**config.mk**
```make
export PLATFORM = sky130hd
export DESIGN_NAME = dhs_ctrl
export DESIGN_NICKNAME = d
export VERILOG_FILES = /design/src/rtl/dhs_pkg.sv /design/src/rtl/dhs_ctrl.sv
export SDC_FILE = /design/constraint.sdc
export NUM_CORES = 1
export LEC_CHECK = 0
export ABC_AREA = 1
export BUFFER_PORTS_ARGS = -buffer_cell sky130_fd_sc_hd__buf_4
export CAP_MARGIN = 10
export CORE_AREA = 4 4 41 43
export CTS_BUF_LIST = sky130_fd_sc_hd__clkbuf_4
export CTS_CLUSTER_DIAMETER = 30
export DETAILED_ROUTE_END_ITERATION = 8
export DIE_AREA = 0 0 45 47
export MAX_ROUTING_LAYER = met4
export PLACE_DENSITY = 0.64
export SLEW_MARGIN = 0
export SYNTH_ARGS = -nofsm -noshare
export SYNTH_HDL_FRONTEND = slang
export SYNTH_SLANG_ARGS = --single-unit
```
**constraint.sdc**
```tcl
create_clock -name clk_i -period 2.5 [get_ports clk_i]
set_input_delay 0.375 -clock clk_i [delete_from_list [all_inputs] [get_ports clk_i]]
set_output_delay 0.375 -clock clk_i [all_outputs]
set_load 0.1 [all_outputs]
```
**src/rtl/dhs_pkg.sv**
```systemverilog
// Package for the depth heap sorter: item layout, widths and the
// command/status bundles between controller and datapath. No dependencies.
package dhs_pkg;

  localparam int unsigned DEPTH_W = 32;
  localparam int unsigned TAG_W   = 16;
  localparam int unsigned ITEM_W  = DEPTH_W + TAG_W;

  // One stored entry: signed key with its tag.
  typedef struct packed {
    logic signed [DEPTH_W-1:0] depth;
    logic        [TAG_W-1:0]   tag;
  } item_t;

  // Commands from the controller, one bit per datapath action.
  typedef struct packed {
    logic in_rdy;    // accept input beats and store them
    logic bld_init;  // set heap size and first parent of the build pass
    logic bld_rd;    // read the current build parent
    logic bld_ld;    // latch the build parent as the item being sifted
    logic bp_dec;    // step to the previous build parent
    logic sift_rd;   // read both children, or park the sifted item
    logic sift_cmp;  // pick the smaller child and move it or park the item
    logic srt_rd;    // read root and end of the unsorted part
    logic srt_ld;    // move root to the end, start sifting the old end item
    logic emit_rd;   // read the next sorted entry
    logic emit_ld;   // load the output register
    logic emit_next; // advance the output position
    logic out_vld;   // output register holds a beat
    logic clear;     // end of list: reset count, flag and position
  } cmd_t;

  // Status returned by the datapath.
  typedef struct packed {
    logic in_fire;
    logic in_last;
    logic out_fire;
    logic cnt_lt2;
    logic bp_zero;
    logic c_ge_size;
    logic stop;
    logic size_gt1;
    logic out_last;
  } sts_t;

endpackage

```
**src/rtl/dhs_ctrl.sv**
```systemverilog
// Controller of the depth heap sorter: sequences load, heap build,
// sort and output phases. Depends on dhs_pkg.
module dhs_ctrl (
  input  logic           clk_i,
  input  logic           rst_ni,
  input  dhs_pkg::sts_t  sts_i,
  output dhs_pkg::cmd_t  cmd_o
);

  localparam logic [3:0] ST_LOAD      = 4'd0;
  localparam logic [3:0] ST_BLD_INIT  = 4'd1;
  localparam logic [3:0] ST_BLD_RD    = 4'd2;
  localparam logic [3:0] ST_BLD_LD    = 4'd3;
  localparam logic [3:0] ST_SIFT_RD   = 4'd4;
  localparam logic [3:0] ST_SIFT_CMP  = 4'd5;
  localparam logic [3:0] ST_SRT_RD    = 4'd6;
  localparam logic [3:0] ST_SRT_LD    = 4'd7;
  localparam logic [3:0] ST_EMIT_RD   = 4'd8;
  localparam logic [3:0] ST_EMIT_LD   = 4'd9;
  localparam logic [3:0] ST_EMIT_WAIT = 4'd10;

  logic [3:0] state_q, state_d;
  logic       sort_q, sort_d;     // 0 while building the heap, 1 while sorting
  logic [3:0] after_sift;
  logic       after_sort;
  logic       after_dec;

  // Where to go when a sift-down has finished.
  always_comb begin
    after_sort = sort_q;
    after_dec  = 1'b0;
    if (!sort_q) begin
      if (sts_i.bp_zero) begin
        after_sort = 1'b1;
        after_sift = sts_i.size_gt1 ? ST_SRT_RD : ST_EMIT_RD;
      end else begin
        after_dec  = 1'b1;
        after_sift = ST_BLD_RD;
      end
    end else begin
      after_sift = sts_i.size_gt1 ? ST_SRT_RD : ST_EMIT_RD;
    end
  end

  // Next state and commands.
  always_comb begin
    state_d = state_q;
    sort_d  = sort_q;
    cmd_o   = '0;
    unique case (state_q)
      ST_LOAD: begin
        cmd_o.in_rdy = 1'b1;
        if (sts_i.in_fire && sts_i.in_last) begin
          state_d = ST_BLD_INIT;
        end
      end
      ST_BLD_INIT: begin
        cmd_o.bld_init = 1'b1;
        sort_d         = 1'b0;
        state_d        = sts_i.cnt_lt2 ? ST_EMIT_RD : ST_BLD_RD;
      end
      ST_BLD_RD: begin
        cmd_o.bld_rd = 1'b1;
        state_d      = ST_BLD_LD;
      end
      ST_BLD_LD: begin
        cmd_o.bld_ld = 1'b1;
        state_d      = ST_SIFT_RD;
      end
      ST_SIFT_RD: begin
        cmd_o.sift_rd = 1'b1;
        if (sts_i.c_ge_size) begin
          cmd_o.bp_dec = after_dec;
          sort_d       = after_sort;
          state_d      = after_sift;
        end else begin
          state_d = ST_SIFT_CMP;
        end
      end
      ST_SIFT_CMP: begin
        cmd_o.sift_cmp = 1'b1;
        if (sts_i.stop) begin
          cmd_o.bp_dec = after_dec;
          sort_d       = after_sort;
          state_d      = after_sift;
        end else begin
          state_d = ST_SIFT_RD;
        end
      end
      ST_SRT_RD: begin
        cmd_o.srt_rd = 1'b1;
        state_d      = ST_SRT_LD;
      end
      ST_SRT_LD: begin
        cmd_o.srt_ld = 1'b1;
        state_d      = ST_SIFT_RD;
      end
      ST_EMIT_RD: begin
        cmd_o.emit_rd = 1'b1;
        state_d       = ST_EMIT_LD;
      end
      ST_EMIT_LD: begin
        cmd_o.emit_ld = 1'b1;
        state_d       = ST_EMIT_WAIT;
      end
      ST_EMIT_WAIT: begin
        cmd_o.out_vld = 1'b1;
        if (sts_i.out_fire) begin
          if (sts_i.out_last) begin
            cmd_o.clear = 1'b1;
            state_d     = ST_LOAD;
          end else begin
            cmd_o.emit_next = 1'b1;
            state_d         = ST_EMIT_RD;
          end
        end
      end
      default: begin
        state_d = ST_LOAD;
      end
    endcase
  end

  // State registers.
  always_ff @(posedge clk_i or negedge rst_ni) begin
    if (!rst_ni) begin
      state_q <= ST_LOAD;
      sort_q  <= 1'b0;
    end else begin
      state_q <= state_d;
      sort_q  <= sort_d;
    end
  end

endmodule

```
# Word level (Yosys, flattened, before mapping)
# Index checks and enable logic that the tools add are counted.
op_classes:
  n_reduce_logical: 6
  n_eq_ne: 14
  muxes: 35
op_table:
  columns: ["op", "n"]
  rows:
  - ["$pmux 4 s10", 1]
  - ["$mux 4", 9]
  - ["$mux 1", 22]
  - ["$eq 4x3->1 const B", 4]
  - ["$eq 4x4->1 const B", 3]
  - ["$eq 4x2->1 const B", 2]
  - ["$ne 2x2->1 const B", 4]
  - ["$eq 4x1->1 const B", 1]
  - ["$logic_not 4->1", 1]
  - ["$mux 3", 1]
  - ["$pmux 1 s3", 1]
  - ["$reduce_and 3->1", 1]
  - ["$reduce_bool 3->1", 1]
  - ["$pmux 1 s2", 1]
  - ["$reduce_and 2->1", 1]
  - ["$reduce_or 2->1", 1]
  - ["$logic_and 1x1->1", 1]
totals:
  word_cells: 57
  register_bits: 5
  output_inout_bits: 14

# Depth between registers and ports, before layout
# Gate-level depths: netlist of the first run.
depth:
  word_depth: 5
  depth_mapped: 9

# Least setup slack after synthesis of the first run
# Ideal clock, no wire load.
synth_path:
  path_type: "reg-to-output"
  from: "register state_q[3]"
  to: "output port cmd_o[9] (netlist name)"
  path_buffers: 0
  arrival_time_ns: 3.651
  required_time_ns: 2.125
  path_stages_with_launch: 6
  setup_slack_ns: -1.526
  cell_sequence: "dfrtp_1 -> inv_2 -> nand2_1 -> nor2_2 -> o21ai_0 -> nor3_1"
synth_lines:
  columns: ["element", "line", "text"]
  rows:
  - ["start: declaration", "dhs_ctrl.sv:22", "logic [3:0] state_q, state_d;"]
  - ["start signal: assignment", "dhs_ctrl.sv:130", "state_q <= state_d;"]
  - ["end: declaration", "dhs_ctrl.sv:7", "output dhs_pkg::cmd_t cmd_o"]

==> results of run 1 <==
-- kinds of logic after synthesis --
family	count (synthesis)	synth area share, %
AO/OA/AOI/OAI	6	6.67
buffers and inverters	16	12.8
flip-flops	5	26.7
AND/OR/NAND/NOR	59	53.9
-- worst max-delay path: cells and delay by family, from the launching register on --
family | cells | cell delay (ns)
AND/OR/NAND/NOR | 3 | 0.43
flip-flops | 1 | 0.40
buffers and inverters | 2 | 0.37
AO/OA/AOI/OAI | 1 | 0.14
-- per-layer routing --
| metal | routed length, um | GRT usage (%) | part of all wire (%) | vias up |
|---|---|---|---|---|
| li1 | - | - | - | 322 |
| met1 | 582 | 17.6 | 44 | 260 |
| met2 | 665 | 26.3 | 50 | 16 |
| met3 | 84 | 4.60 | 6.3 | 0 |
| met4 | 0 | 3.51 | 0 | 0 |
| met5 | 0 | - | 0 | - |
-- worst max-delay path by stage --
stage                     slack, ns  cells after the start                   start       end
after floorplan               -0.39                      5  state_q[3]$_DFFE_PN0P_  cmd_o[9]
after global placement         0.82                      6  state_q[1]$_DFFE_PN0P_  cmd_o[9]
after detailed placement       0.79                      6  state_q[3]$_DFFE_PN0P_  cmd_o[9]
after CTS                      0.52                      6  state_q[3]$_DFFE_PN0P_  cmd_o[9]
after global routing           0.42                      6  state_q[3]$_DFFE_PN0P_  cmd_o[9]
final                          0.53                      6  state_q[3]$_DFFE_PN0P_  cmd_o[9]
-- state kept, by name (all words and copies together), names as in the netlist --
register and count:
state_q 4, sort_q 1
-- per-stage QoR --
stage / worst slack, ns / total power [mW]
after floorplan: -0.392 / 0.738
after global placement: 0.817 / 0.890
after detailed placement: 0.794 / 0.883
after CTS: 0.522 / 0.994
after global routing: 0.421 / 1.06
final: 0.533 / 0.986
-- final cells by class --
class / instances / area [um2]
fillers: 143 / 577
multi-input cells: 65 / 300
clock buffers: 4 / 30.0
repair buffers: 25 / 190
inverters: 16 / 60.1
well taps: 15 / 18.8
flip-flops and latches: 5 / 125
-- timing repair --
item | in CTS | in global routing
endpoints found under the hold margin | 5 | 0
hold buffers | 1 | 0
gates resized for setup | 0 | 0
setup endpoints to repair | 0 | 0
-- Yosys cell counts --
cell / instances / area share, %
inv_2: 4 / 3.2
nor3b_1: 1 / 1.6
nand3_1: 4 / 4.3
nand4_1: 2 / 2.7
dfrtp_1: 5 / 27
nor2_1: 20 / 16
clkinv_1: 1 / 0.80
nand2_1: 24 / 19
nand2_2: 2 / 2.7
nor3_1: 2 / 2.1
nor2_2: 4 / 5.3
inv_1: 11 / 8.8
o21ai_0: 4 / 4.3
o21ai_1: 1 / 1.1
a31oi_1: 1 / 1.3
-- power breakdown --
group / internal (mW) / leakage, nW / switching [mW]
clock network: 0.0712 / 0.0184 / 0.0338
registers: 0.116 / 0.0647 / 0.0376
logic: 0.160 / 0.341 / 0.567
-- placed cells by master (no fill, tap or decap), types with 2 or more instances in the layout --
cell,instances
o21ai_0,4
dfrtp_1,5
nand4_1,2
clkbuf_4,4
inv_2,4
buf_4,24
nand2_1,24
nor2_1,20
nor2_2,4
nand2_2,2
inv_1,11
nand3_1,4
==> flow_summary_export.csv, run 1 <==
group,metric,value,unit
cells_and_area,fin_util,55.7,%
drt,wl,1.33,mm
die,placement_rows,13,
run_status,status,"completed",
die,core_area,1300,um2
clocking,cts_setup_buffers,0,
cells_and_area,drive_gt1_share,34.8,%
power_and_ir_drop,power_density,1360,nW/um2
clocking,htree_levels,1,
flow_run,drv_cap,0,
die,die_w,45,um
clocking,cts_tree,"done",
power_and_ir_drop,ir_drop,825,uV
hold_path,min_path_cells,3,
hold_path,hold_start,"sts_i[1]",
placed_design,place_hpwl,1.17,mm
critical_path,path_class,"reg2out",
critical_path,max_stage_delay,0.40,ns
critical_path,cp-end-kind,"primary output",
timing,slew_viol_final,0,
placed_design,port_buffers,24,
clocking,clkTransAtPathRegs,0.05,ns
logic_synthesis,synth_seq_cells,5,
die,die_h,47,um
critical_path,r2r_start,"state_q[2]$_DFFE_PN0P_",
clocking,numCtsBuffers,3,
placed_design,dp.cells,125,
global_routing,grt_max_degree,6,
hold_path,holdCritPathClass,"in2reg",
critical_path,crit_fanout,4,
placed_design,placed_area,684,um2
logic_synthesis,synth_cells,86,
logic_synthesis,synth_fp_nets,97,
global_routing,grt_pass1_vias,554,
drt,drtIter0Drc,12,
die,initial_core_util,36.1,%
cells_and_area,final_nets,127,
critical_path,critical_path.slowest_cell,"dfrtp_1",
drt,routedWlPerCell,10.2,um
timing,setup_viol,0,
critical_path,rr_worst_depth,8,
timing,tightest_slew,0.318,ns
drt,drc,0,
timing,setup-tns-final,0,ns
logic_synthesis,syn_area,469,um2
timing,fin_skew,0.00355,ns
critical_path,crit_path_start_kind,"flip-flop",
timing,rsz0062_at_grt,"no",
die,ios,25,
critical_path,worstPathCellList,"inv_2, nand2_1, nor2_2, o21ai_0, nor3_4, buf_4",
timing,hold_ws,0.432,ns
clocking,clock-sinks,5,
drt,viasPerCell,4.60,
timing,fin_crit_sh,78.7,%
global_routing,grt_antenna_before_repair,0,
cells_and_area,fin_area,724,um2
critical_path,r2r_slack,1.26,ns
clocking,clockRootBuffer,"clkbuf_4",
power_and_ir_drop,p_leak,0.424,nW
die,dieArea,2120,um2
critical_path,cp.arrival,1.59,ns
global_routing,grt_first_pass_wirelength,2.25,mm
clocking,insertion_delay,0.24,ns
critical_path,required,2.12,ns
placed_design,globalplace.congestion,0.800,
logic_synthesis,avgSynthCellArea,5.46,um2
timing,period_needed,1.97,ns
logic_synthesis,ys_warn_count,0,
hold_path,hold_end,"state_q[1]$_DFFE_PN0P_",
drt,via_count,598,
timing,max_freq,508,MHz
timing,finalHoldViolCount,0,
logic_synthesis,synth_cell_types,15,
critical_path,timing.rr.end,"state_q[3]$_DFFE_PN0P_",
clocking,cts_buffer_depth,2,
logic_synthesis,ys_seq_area_share,26.7,%
cells_and_area,fin_cells,130,
global_routing,grt_overflow,0,
drt,first_pass_iters,4,
drt,drt.antenna.violating_nets,0,
timing,max_slew_margin,78.6,%
cells_and_area,area_delta_synth_final,54.4,%
global_routing,grtUsageTotal,15.3,%
cells_and_area,diodes,0,
Power figures use the tool's default switching activity.
==> run 2, diff against run 1 <==
==> constraint.sdc (replaced) <==
create_clock -name clk_i -period 1.95 [get_ports clk_i]
set_input_delay 0.2925 -clock clk_i [delete_from_list [all_inputs] [get_ports clk_i]]
set_output_delay 0.2925 -clock clk_i [all_outputs]
set_load 0.1 [all_outputs]
==> flow_summary_export.csv, run 2 (synthesis results as in run 1) <==
group,metric,value,unit
cells_and_area,top_regs,"state_q: 4 flops, sort_q: 1 flops",
clocking,cts_setup_buffers,0,
critical_path,required,1.66,ns
power_and_ir_drop,p_leak,0.430,nW
drt,drt.antenna.violating_nets,0,
placed_design,place_hpwl,1.15,mm
critical_path,cp_num_buf_inv,2,
timing,hold_ws,0.349,ns
die,ios,25,
critical_path,max_stage_delay,0.43,ns
global_routing,grt_overflow,0,
critical_path,crit_path_start_kind,"flip-flop",
clocking,cts_buffer_depth,2,
power_and_ir_drop,ir_drop,781,uV
die,placement_rows,13,
clocking,clockRootBuffer,"clkbuf_4",
critical_path,critPathTopFamily,"simple AND/OR/NAND/NOR gates",
global_routing,grt_pass1_vias,549,
timing,rsz0062_at_grt,"no",
global_routing,grt_antenna_before_repair,0,
critical_path,worstPathCellList,"inv_2, nand2_1, nor2_4, nand2_1, o21ai_2, nor3_4, buf_8",
flow_run,drv_cap,0,
cells_and_area,drive_gt1_share,41.7,%
clocking,cts_tree,"done",
timing,fin_skew,0.00195,ns
power_and_ir_drop,p_total,1.30,mW
drt,wl,1.29,mm
die,dieArea,2120,um2
critical_path,cp-end-kind,"primary output",
global_routing,grtUsageTotal,13.6,%
die,initial_core_util,36.1,%
global_routing,grt_max_degree,6,
cells_and_area,fin_cells,130,
timing,slew_viol_final,0,
critical_path,critical_path.slowest_cell,"dfrtp_1",
timing,tightest_slew,0.282,ns
critical_path,crit_fanout,5,
global_routing,met2_usage,22.0,%
cells_and_area,largest_register,"state_q",
power_and_ir_drop,power_density,1700,nW/um2
placed_design,globalplace.congestion,0.800,
timing,max_slew_margin,81.3,%
timing,fin_crit_sh,94.6,%
run_status,status,"completed",
critical_path,crit_top_cell,"nand2_1",
timing,setup_viol,0,
die,core_area,1300,um2
clocking,numCtsBuffers,3,
global_routing,grt_use_met1,16.5,%
clocking,clock-sinks,5,
die,die_w,45,um
cells_and_area,area_delta_synth_final,62.9,%
hold_path,holdCritPathClass,"in2reg",
drt,drtIter0Drc,5,
drt,first_pass_iters,4,
die,die_h,47,um
drt,drc,0,
timing,finalHoldViolCount,0,
clocking,insertion_delay,0.24,ns
timing,max_freq,542,MHz
timing,period_needed,1.84,ns
cells_and_area,final_nets,127,
cells_and_area,largest_reg_flops,4,
drt,routedWlPerCell,9.92,um
placed_design,dp.cells,125,
critical_path,cp.arrival,1.55,ns
drt,viasPerCell,4.58,
drt,via_count,596,
clocking,clkTransAtPathRegs,0.04,ns
placed_design,port_buffers,24,
cells_and_area,mostFrequentLayoutCells,"nand2_1, buf_4, nor2_1",
global_routing,grt_first_pass_wirelength,2.08,mm
cells_and_area,diodes,0,
global_routing,grt_busiest_layer,"met2",
critical_path,path_class,"reg2out",
clocking,htree_levels,1,
global_routing,use_met3,1.92,%
## run 2: power by group
group	total (mW)	switching, mW	internal (mW)
logic	0.971	0.752	0.219
registers	0.199	0.0502	0.148
clock network	0.130	0.0390	0.0910
## run 2: final timing paths
check / to / slack (ns) / startpoint / cells after the start
max reg2reg: sort_q$_DFFE_PN0P_ / 0.71 / state_q[0]$_DFFE_PN0P_ / 7
max in group asynchronous: state_q[1]$_DFFE_PN0P_ / 1.46 / rst_ni / 2
max: cmd_o[9] / 0.11 / state_q[1]$_DFFE_PN0P_ / 7
min reg2reg: sort_q$_DFFE_PN0P_ / 0.48 / sort_q$_DFFE_PN0P_ / 2
min in group asynchronous: sort_q$_DFFE_PN0P_ / 0.38 / rst_ni / 2
min: state_q[1]$_DFFE_PN0P_ / 0.35 / sts_i[1] / 3
## run 2: tightest hold or removal path, cell delays in order
cell and delay (ns):
buf_4 0.09, o21ai_0 0.08, nand3_1 0.08
## run 2: metrics by stage
| step | setup WS, ns | setup TNS (ns) | instance area, um2 | utilization, % |
|---|---|---|---|---|
| after floorplan | -0.414 | -1.39 | 515 | - |
| after global placement | 0.366 | 0 | 714 | 54.9 |
| after detailed placement | 0.302 | 0 | 714 | 54.9 |
| after CTS | 0.0376 | 0 | 754 | 58.0 |
| after global routing | 0.0138 | 0 | 764 | 58.8 |
| final | 0.106 | 0 | 764 | 58.8 |
## run 2: area by class of cell
type	instances	area (um2)
Multi-Input combinational cell	65	333
Timing Repair Buffer	25	198
Fill cell	136	537
Tap cell	15	18.8
Inverter	16	60.1
Clock buffer	4	30.0
Sequential cell	5	125
## run 2: routing by layer
metal	up-vias	routed length, um
met5	-	0
met4	0	15
met3	2	96
met2	19	608
met1	256	568
li1	319	-
## run 2: timing repair
item                                    CTS  global route
gates resized for setup                   0             3
endpoints found under the hold margin     5             0
hold buffers                              1             0
endpoints found under the setup margin    0             1
==> run 3, diff against run 2 <==
==> constraint.sdc (replaced) <==
create_clock -name clk_i -period 2.2 [get_ports clk_i]
set_input_delay 0.33 -clock clk_i [delete_from_list [all_inputs] [get_ports clk_i]]
set_output_delay 0.33 -clock clk_i [all_outputs]
set_load 0.1 [all_outputs]
==> flow_summary_export.csv, run 3 (synthesis results as in run 1) <==
group,metric,value,unit
run_status,status,"completed",
timing,fin_skew,0.0103,ns
placed_design,dp_slack,0.546,ns
critical_path,cp_num_buf_inv,2,
die,ios,25,
cells_and_area,area_delta_synth_final,57.1,%
global_routing,grt_pass1_vias,559,
hold_path,hold_end,"state_q[1]$_DFFE_PN0P_",
global_routing,grtUsageTotal,15.0,%
cells_and_area,fin_util,56.6,%
timing,finalHoldViolCount,0,
power_and_ir_drop,clkPwrFrac,10.8,%
timing,tightest_slew,0.321,ns
hold_path,holdCritPathClass,"in2reg",
hold_path,hold_start,"sts_i[1]",
cells_and_area,final_nets,127,
critical_path,crit_fanout,4,
cells_and_area,top_regs,"state_q: 4 flops, sort_q: 1 flops",
global_routing,grt_antenna_before_repair,0,
drt,wl,1.35,mm
critical_path,max_stage_delay,0.41,ns
die,die_h,47,um
power_and_ir_drop,ir_drop,762,uV
critical_path,startpoint,"state_q[3]$_DFFE_PN0P_",
critical_path,path_class,"reg2out",
power_and_ir_drop,swShare,64.9,%
drt,drtIter0Drc,12,
clocking,cts_setup_buffers,0,
drt,first_pass_iters,4,
die,initial_core_util,36.1,%
clocking,insertion_delay,0.25,ns
cells_and_area,largest_reg_flops,4,
global_routing,grt_max_degree,6,
clocking,clock-sinks,5,
clocking,numCtsBuffers,3,
critical_path,cp.depth,6,
power_and_ir_drop,p_seq_share,15.4,%
power_and_ir_drop,pwr-share-comb,73.9,%
cells_and_area,mostFrequentLayoutCells,"nand2_1, buf_4, nor2_1",
power_and_ir_drop,switching_power,742,uW
timing,slew_viol_final,0,
global_routing,grt_first_pass_wirelength,2.24,mm
timing,fin_crit_sh,88.2,%
power_and_ir_drop,power_density,1550,nW/um2
power_and_ir_drop,internal_power,401,uW
critical_path,critical_path.slowest_cell,"dfrtp_1",
critical_path,rr_worst_depth,7,
placed_design,port_buffers,24,
timing,worst_slack,0.259,ns
timing,rsz0062_at_grt,"no",
critical_path,cp-end-kind,"primary output",
cells_and_area,largest_register,"state_q",
critical_path,critPathTopFamily,"simple AND/OR/NAND/NOR gates",
die,dieArea,2120,um2
drt,via_count,600,
timing,setup_viol,0,
placed_design,placed_area,697,um2
critical_path,crit_path_start_kind,"flip-flop",
drt,drt.antenna.violating_nets,0,
clocking,clockRootBuffer,"clkbuf_4",
placed_design,dp.cells,125,
critical_path,cp.arrival,1.61,ns
clocking,cts_buffer_depth,2,
timing,max_slew_margin,78.4,%
clocking,cts_tree,"done",
clocking,clkTransAtPathRegs,0.05,ns
critical_path,required,1.87,ns
hold_path,min_path_cells,3,
cells_and_area,fin_area,737,um2
timing,period_needed,1.94,ns
power_and_ir_drop,p_leak,0.423,nW
drt,drc,0,
die,placement_rows,13,
drt,viasPerCell,4.62,
die,die_w,45,um
cells_and_area,fin_cells,130,
timing,hold_ws,0.367,ns
critical_path,r2r_start,"state_q[2]$_DFFE_PN0P_",
placed_design,place_hpwl,1.15,mm
drt,routedWlPerCell,10.4,um
global_routing,grt_overflow,0,
placed_design,globalplace.congestion,0.767,
critical_path,timing.rr.end,"sort_q$_DFFE_PN0P_",
timing,max_freq,515,MHz
clocking,htree_levels,1,
die,core_area,1300,um2
cells_and_area,diodes,0,
critical_path,r2r_slack,0.95,ns
critical_path,worstPathCellList,"inv_2, nand2_1, nor2_2, o21ai_0, nor3_4, buf_4",
flow_run,drv_cap,0,
cells_and_area,drive_gt1_share,39.1,%
-- run 3: cell counts in the layout (fill, tap and decap cells not counted) --
No cell type changed its count.
-- run 3: power groups by stage --
stage               logic, mW  clock network [mW]  registers, mW
detailed placement      0.847                   0          0.176
CTS                     0.851               0.124          0.176
floorplan               0.690                   0          0.166
global route            0.911               0.128          0.184
finish                  0.844               0.123          0.176
global placement        0.851                   0          0.177
-- run 3: timing repair --
item                                   CTS  global route
endpoints found under the hold margin    5             0
hold buffers                             1             0
gates resized for setup                  0             0
-- run 3: layout make-up --
cell class / count / area [um2]
clock buffer: 4 / 30.0
tap: 15 / 18.8
inverter: 16 / 60.1
multi-input combinational: 65 / 313
timing repair buffer: 25 / 190
sequential: 5 / 125
fill: 144 / 564
-- run 3: stage by stage --
step	total power, mW	setup TNS, ns
after floorplan	0.856	-0.647
after global placement	1.03	0
after detailed placement	1.02	0
after CTS	1.15	0
after global routing	1.22	0
final	1.14	0
-- run 3: per-layer routing --
layer	share of wire, %	track usage, %
met2	51	26.0
met5	0	-
met3	7.5	1.15
met4	0	7.02
met1	42	17.6
-- run 3: worst register-to-register path: stages, from the launching register on --
cell     delay [ns]
dfrtp_1        0.39
inv_1          0.09
nor2_1         0.17
nand2_1        0.15
inv_1          0.10
nor2_1         0.05
o21ai_1        0.12
nand2_1        0.06
-- run 3: worst max-delay path by stage --
stage / endpoint / slack [ns]
2_1_floorplan: cmd_o[9] / -0.65
3_3_place_gp: cmd_o[9] / 0.56
3_5_place_dp: cmd_o[9] / 0.55
4_1_cts: cmd_o[9] / 0.26
5_1_grt: cmd_o[9] / 0.19
6_report: cmd_o[9] / 0.26
